<file path="config.mk">
export PLATFORM = sky130hd
export DESIGN_NAME = c8_ram
export DESIGN_NICKNAME = d
export VERILOG_FILES = /design/src/rtl/core/c8_ram.sv
export SDC_FILE = /design/constraint.sdc
export NUM_CORES = 1
export LEC_CHECK = 0
export ABC_AREA = 1
export BUFFER_PORTS_ARGS = -buffer_cell sky130_fd_sc_hd__buf_2
export CAP_MARGIN = 25
export CORE_MARGIN = 3
export CORE_UTILIZATION = 60
export DETAILED_ROUTE_END_ITERATION = 10
export GPL_TIMING_DRIVEN = 0
export PLACE_DENSITY_LB_ADDON = 0.15
export SLEW_MARGIN = 20
export SYNTH_ARGS = -nofsm -noshare
export SYNTH_HDL_FRONTEND = slang
export SYNTH_SLANG_ARGS = --single-unit
</file>
<file path="constraint.sdc">
create_clock -name clk_i -period 2.06 [get_ports clk_i]
set_input_delay 0.412 -clock clk_i [delete_from_list [all_inputs] [get_ports clk_i]]
set_output_delay 0.412 -clock clk_i [all_outputs]
set_load 0.01 [all_outputs]
</file>
<file path="src/rtl/core/c8_ram.sv">
`default_nettype none
// ----------------------------------------------------------------------------
// c8_ram
// Simple dual-port synchronous RAM, one write and one registered read port.
// ----------------------------------------------------------------------------
module c8_ram #(
  parameter int unsigned Width = 8,
  parameter int unsigned Depth = 16
) (
  input  wire logic                     clk_i,
  input  wire logic                     we_i,
  input  wire logic [$clog2(Depth)-1:0] waddr_i,
  input  wire logic [Width-1:0]         wdata_i,
  input  wire logic [$clog2(Depth)-1:0] raddr_i,
  output logic      [Width-1:0]         rdata_o
);

  logic [Width-1:0] mem [Depth];

  always_ff @(posedge clk_i) begin
    if (we_i) begin
      mem[waddr_i] <= wdata_i;
    end
    rdata_o <= mem[raddr_i];
  end

endmodule
`default_nettype wire

</file>
# --- Word-level counts from Yosys, hierarchy flattened ---
# Memory sizes are Yosys's and may differ from the RTL's. A register that Yosys moved wholly into a read port is not among the register bits.
# Index checks and enable logic that the tools add are counted.
op_classes:
  add_sub_neg: 0
  mul: 0
  div_mod_pow: 0
  order_cmp: 0
  n_eq_ne: 0
  shifts: 0
  mux: 2
  n_bitwise: 0
  n_reduce_logical: 0
ops:
  columns: ["cell", "count"]
  rows:
  - ["1-bit 2-to-1 mux", 2]
word_totals:
  regBits: 0
  latch_bits: 0
  mem_bits_rw: 128
  mem_bits_ro: 0
  output_inout_bits: 8
  elab_cells: 3
  mem_count: 1
mem_list:
  columns: ["memory", "depth", "word_bits", "read_ports", "rd_clocked_by_memory_dff", "write_ports", "line_no", "rtl"]
  rows:
  - ["mem", 16, 8, 1, 1, 1, "18", "logic [Width-1:0] mem [Depth];"]

# --- Depth between registers and ports, before layout ---
# Gate-level depths: netlist of the first run.
logic_depth:
  word_depth: 2
  depth_mapped: 8

# --- Worst setup path before layout of the first run ---
# Ideal clock, no wire load.
synth_path:
  path_type: "input -> register"
  from: "in waddr_i[2]"
  to: "mem mem[10][0], enable pin"
  setup_ns: 0.370
  arrival_time_ns: 0.993
  slack_ns: 0.697
  cell_stages: 2
  n_path_buf: 0
  cell_sequence: "nand3b_1 nor2_1"
synth_rtl:
  columns: ["item", "line_no", "rtl"]
  rows:
  - ["start: declaration", "12", "input wire logic [$clog2(Depth)-1:0] waddr_i,"]
  - ["end: declaration", "18", null]
# Straight into the memory's write port.

# --- Final worst setup path of the first run ---
layout_path:
  from: "in waddr_i[3]"
  to: "mem mem[6][0], enable pin"
# Straight into the memory's write port.

==> impl_results.md, run 1 <==
- Startpoint Class: input pin
- CP Class: input pin to flop
- Post-synthesis xor/xnor area fraction: 0%
- Initial antenna violation count: 0
- Number of synthesized flops with an enable pin: between 100 and 150
- CP startpoint: waddr_i[3]
- Critical path required time: approximately 2200 ps
- WHS Endpoint: mem[15][4]
- Synthesis Warnings: 0
- Io pins: 26
- First-pass GRT wire length: 21.6 mm
- Routed WL per cell: 18.8 um
- Max Buffers Root-to-Sink: 2
- Core Util, Final: between 70% and 80%
- R2r setup slk: between 1000 and 1500 ps
- Via density: approximately 5.5
- Fin crit period: 1410 ps
- Seq/Total Area, Yosys: between 60 and 70%
- Synth Cell Area: 5770 um2
- Post-CTS Setup Bufs: 0
- Post-synthesis compound-gate area fraction: 0%
- Critical Path AT: ~1600 ps
- Hpwl dp: ~8.7 mm
- Area growth, synth to finish: 15.2%
- Dpl cells: 702
- Worst-Skew Late Latency: roughly 520 ps
- Starting Density: slightly above 60%
- RR Startpoint: mem[0][7]
- CTS buffer count: 17
- Post-synthesis mux area share: 0%
- Share of flip-flops with an asynchronous set or reset: 0%
- I/O Buffers: 22
- Post-synth top area share: about two thirds
- Final ANT Viol Nets: 0
- WHS Path Cells: 1
- Max-slew headroom: 36.1%
- Syn_area_per_cell: between 10 and 15 um2
- Rows: 35
- Synth Register Bits: between 100 and 150
- Largest family of logic cells by synthesized area: simple AND/OR/NAND/NOR gates
- Post-synth top area cell: edfxtp_1
- Layout cells sized above 1: a little over an eighth
- Post-CTS Hold Fix Bufs: 0
- Vias in the first global route: around 3800
- CTS tree: yes
- Die height: between 100 and 150 um
- Syn nets: 569
- DIE AREA: roughly 11000 um2
- Adder-cell share of the synthesized area: 0%
- Iter 0 DRT Violations: about 440
- Synth Area in Simple Gates: approximately a fifth
- Period utilization: between 60% and 70%
- Post-Layout Cell Count: 734
- Root buffer cell: clkbuf_8
- Skew final: 7.48 ps
- Final wirelength: about 14 mm
- Total GRT Usage: between 20% and 30%
- Reg clk slew, reported paths: approximately 60 ps
- Library cells used by synthesis: 12
- HP Class: input pin to flop
- Setup TNS: 0 ps
- Worst-Margin Slew: about 960 ps
- CP endpoint kind: flop
- Top-count cell post-synth: nand2_1
- Worst vdd ir: approximately 0.63 mV
- H-Tree Depth: 4
- RSZ-0062 raised after global routing: false
- Vias: approximately 4000
- Static Leak: 0.00289 uW
- Largest net degree at the start of global routing: 17
- Max-Cap Viols: 0
- Reg-to-reg endpoint: rdata_o[7]
- Max-slew violation count: 0
- Worst reg2reg path depth: 6
- Antenna Diode Count: 0
- Synth area leaders: edfxtp_1, nand2_1, nand3_1
- Power per standard cell area: about 990 nW/um2
- Nets@finish: 610
- Endpoints failing setup: 0
- Cts repair resizes: 0
- Critical path fanouts, max: 8
- Fmax: between 700 and 800 MHz
- Primary FF master, synth: edfxtp_1
- Total gr overflow: 0
- Worst hold path startpoint: wdata_i[4]
- Commonest cells in the synthesized netlist: nand2_1, edfxtp_1, inv_1, nand3_1, nor2_1
- Run status: completed
- Gpl congestion: roughly 0.87
- DR pass1 iterations: 5
- Final count of hold timing violations: 0
- DIE WIDTH: ~100 um
- Drt drc: 0
- Post-synthesis cell count: between 500 and 600
- Num Clock Sinks: 136
- Core ar.: 9280 um2
-- flip-flops by register name, summed over array words and instances (netlist names) --
signal and count:
rdata_o 8, mem 128
-- layout by cell type (no fill, tap or decap), types with 2 or more instances in the layout --
cell	Yosys	final
nand2_1	173	173
inv_6	0	7
bufinv_16	0	3
buf_6	6	6
nor2_1	17	17
buf_4	4	4
inv_1	100	100
nand3_1	97	97
buf_2	13	35
edfxtp_1	128	128
nand3b_1	2	2
clkinvlp_4	0	4
dfxtp_1	8	8
clkbuf_16	0	16
inv_2	2	2
-- power breakdown --
| group | switching, uW | internal (uW) |
|---|---|---|
| sequential | 15.1 | 3090 |
| clock | 1200 | 1870 |
| combinational | 292 | 119 |
| total | 1510 | 5080 |
-- stage by stage --
step	hold slack, ps	total power, uW	setup WS, ps	cell area [um2]
floorplan	511	3390	697	5770
global placement	672	3550	175	6040
detailed placement	670	3560	165	6040
CTS	304	6600	689	6640
global route	321	6790	595	6640
finish	323	6590	648	6640
-- cells by family (layout without fill, tap and decap cells) --
group / after synthesis / after routing
flip-flops: 136 / 136
buffers and inverters: 126 / 180
AND/OR/NAND/NOR: 289 / 289
-- worst max-delay path, stage by stage --
cell      delay, ps
buf_2           120
nand3b_1        280
nor2_1          740
-- final cells by class --
type | instances | area, um2
Multi-Input combinational cell | 289 | 1210
Fill cell | 669 | 2640
Buffer | 24 | 166
Inverter | 102 | 383
Tap cell | 129 | 161
Sequential cell | 136 | 4000
Timing Repair Buffer | 22 | 110
Clock buffer | 17 | 414
Clock inverter | 15 | 190
-- worst max path at each step --
stage                 end  slack (ps)
6_report        mem[6][0]         650
5_1_grt        mem[13][4]         600
4_1_cts        rdata_o[3]         690
3_5_place_dp   mem[12][6]         170
3_3_place_gp   mem[13][6]         180
2_1_floorplan  mem[10][0]         700
-- per-layer routing --
metal | routed length (um) | GRT usage [%] | up-vias
li1 | - | - | 1861
met1 | 5630 | 39.2 | 1914
met2 | 6430 | 40.8 | 230
met3 | 1330 | 4.59 | 34
met4 | 402 | 11.4 | 0
met5 | 0 | 0 | -
Power figures use the tool's default switching activity.
==> inputs of run 2 (changes only) <==
==> constraint.sdc (replaced) <==
create_clock -name clk_i -period 1.3 [get_ports clk_i]
set_input_delay 0.26 -clock clk_i [delete_from_list [all_inputs] [get_ports clk_i]]
set_output_delay 0.26 -clock clk_i [all_outputs]
set_load 0.01 [all_outputs]
==> impl_results.md, run 2 (synthesis results as in run 1) <==
- Final wirelength: between 10 and 15 mm
- First-pass GRT wire length: roughly 22 mm
- Logic gate share of total power: under 10%
- Max-Cap Viols: 0
- I/O Buffers: 22
- Max Buffers Root-to-Sink: 2
- Drt drc: 0
- Static Leak: just under 0.003 uW
- Gpl congestion: 0.868
- CTS buffer count: 17
- Fillers: ~670
- Max-slew violation count: 0
- Switching component of the power: approximately 2400 uW
- Critical Path AT: around 1400 ps
- Commonest non-fill, non-tap cell in the layout: nand2_1
- Initial antenna violation count: 0
- Hpwl dp: between 8 and 9 mm
- Top flop regs: mem (128), rdata_o (8)
- Core ar.: 9280 um2
- Vias in the first global route: about 3800
- Total gr overflow: 0
- Via density: 5.43
- Fmax: 799 MHz
- CP Class: input pin to flop
- Nets@finish: 610
- Die height: 104 um
- DR pass1 iterations: 6
- Endpoints failing setup: 0
- Iter 0 DRT Violations: around 470
- WHS Path Cells: 1
- Switching share of power: a little under a quarter
- CTS tree: yes
- Area taken by multi-input logic gates: around 1200 um2
- Power per standard cell area: between 1500 and 2000 nW/um2
- Final count of hold timing violations: 0
- Worst-Margin Slew: between 1000 and 1500 ps
- Rows: 35
- Fin crit period: 1250 ps
- Skew final: about 6.5 ps
- Clock share of power: 46.7%
- Commonest cells after routing, fill and taps aside: nand2_1, edfxtp_1, inv_1, nand3_1, buf_2
- Area growth, synth to finish: 15.2%
- Largest reg by FF count: mem
- Total GRT Usage: around 27%
- Tot Pwr: ~10000 uW
- Startpoint Class: input pin
- Flop pwr share: between 40 and 50%
- Reg-to-reg endpoint: rdata_o[3]
- Critical path fanouts, max: 8
- Starting Density: between 60% and 70%
- Critical path required time: 1440 ps
- Pint: around 8100 uW
- Root buffer cell: clkbuf_8
- Core Util, Final: between 70 and 80%
- Layout cells sized above 1: between 10% and 20%
- Routed WL per cell: about 19 um
- Max-slew headroom: 33.0%
- Worst-Skew Late Latency: between 500 and 600 ps
- DIE WIDTH: roughly 100 um
- Worst reg2reg path depth: 6
- Vias: 3983
- H-Tree Depth: 4
- Num Clock Sinks: 136
- FF/Latch Area: ~4000 um2
- HP Class: input pin to flop
- Antenna Diode Count: 0
- Worst vdd ir: 0.996 mV
- WHS Endpoint: mem[15][4]
- Largest net degree at the start of global routing: 17
- Run status: completed
- Worst hold path startpoint: wdata_i[4]
- DIE AREA: 10800 um2
- CP endpoint kind: flop
- Period utilization: between 90% and 100%
- R2r setup slk: between 200 and 300 ps
- RSZ-0062 raised after global routing: false
- RR Startpoint: mem[6][3]
- Io pins: 26
- Final ANT Viol Nets: 0
- Reg clk slew, reported paths: 60 ps
- Max FFs per register: 128
-- run 2: critical path, stage by stage --
cell and delay (ps):
buf_2 120, inv_1 70, nand2_1 140, nor2_1 800
-- run 2: how the worst max path moves through the flow --
stage | from | to | slack [ps]
finish | waddr_i[0] | mem[12][5] | 50
global route | waddr_i[0] | mem[12][5] | 10
CTS | rdata_o[3] | rdata_o[3] | 80
detailed placement | waddr_i[0] | mem[12][6] | -440
global placement | waddr_i[1] | mem[13][6] | -430
floorplan | waddr_i[3] | mem[4][0] | 90
-- run 2: what timing repair did --
| item | CTS | global route |
|---|---|---|
| buffers inserted | 0 | 0 |
| hold buffers | 0 | 0 |
| setup endpoints to repair | 0 | 8 |
| gates resized for setup | 0 | 1 |
-- run 2: cell type report --
| cell class | count | area share (%) |
|---|---|---|
| buffer | 24 | 2.50 |
| clock buffer | 17 | 6.23 |
| timing repair buffer | 22 | 1.66 |
| inverter | 102 | 5.76 |
| sequential | 136 | 60.3 |
| multi-input combinational | 289 | 18.3 |
| clock inverter | 15 | 2.86 |
| tap | 129 | 2.43 |
-- run 2: power groups by stage --
stage | combinational [uW] | sequential, uW | clock (uW)
floorplan | 346 | 5030 | 0
global route | 709 | 4930 | 5120
detailed placement | 631 | 5020 | 0
finish | 649 | 4930 | 4880
global placement | 618 | 5010 | 0
CTS | 643 | 4930 | 4890
-- run 2: per-layer routing --
| metal | track usage, % | wire [um] | up-vias |
|---|---|---|---|
| met1 | 39.2 | 5630 | 1877 |
| met5 | 0 | 0 | - |
| li1 | - | - | 1863 |
| met2 | 40.8 | 6480 | 219 |
| met3 | 4.59 | 1320 | 24 |
| met4 | 11.4 | 327 | 0 |
-- run 2: through the flow --
stage	instance area [um2]	cells	setup TNS [ps]	setup slack, ps	hold slack [ps]
detailed placement	6040	702	-41920	-443	656
finish	6650	734	0	47.7	169
global placement	6040	702	-38620	-433	656
global route	6650	734	0	14.6	169
CTS	6640	734	0	80.8	152
floorplan	5770	551	0	89.2	359
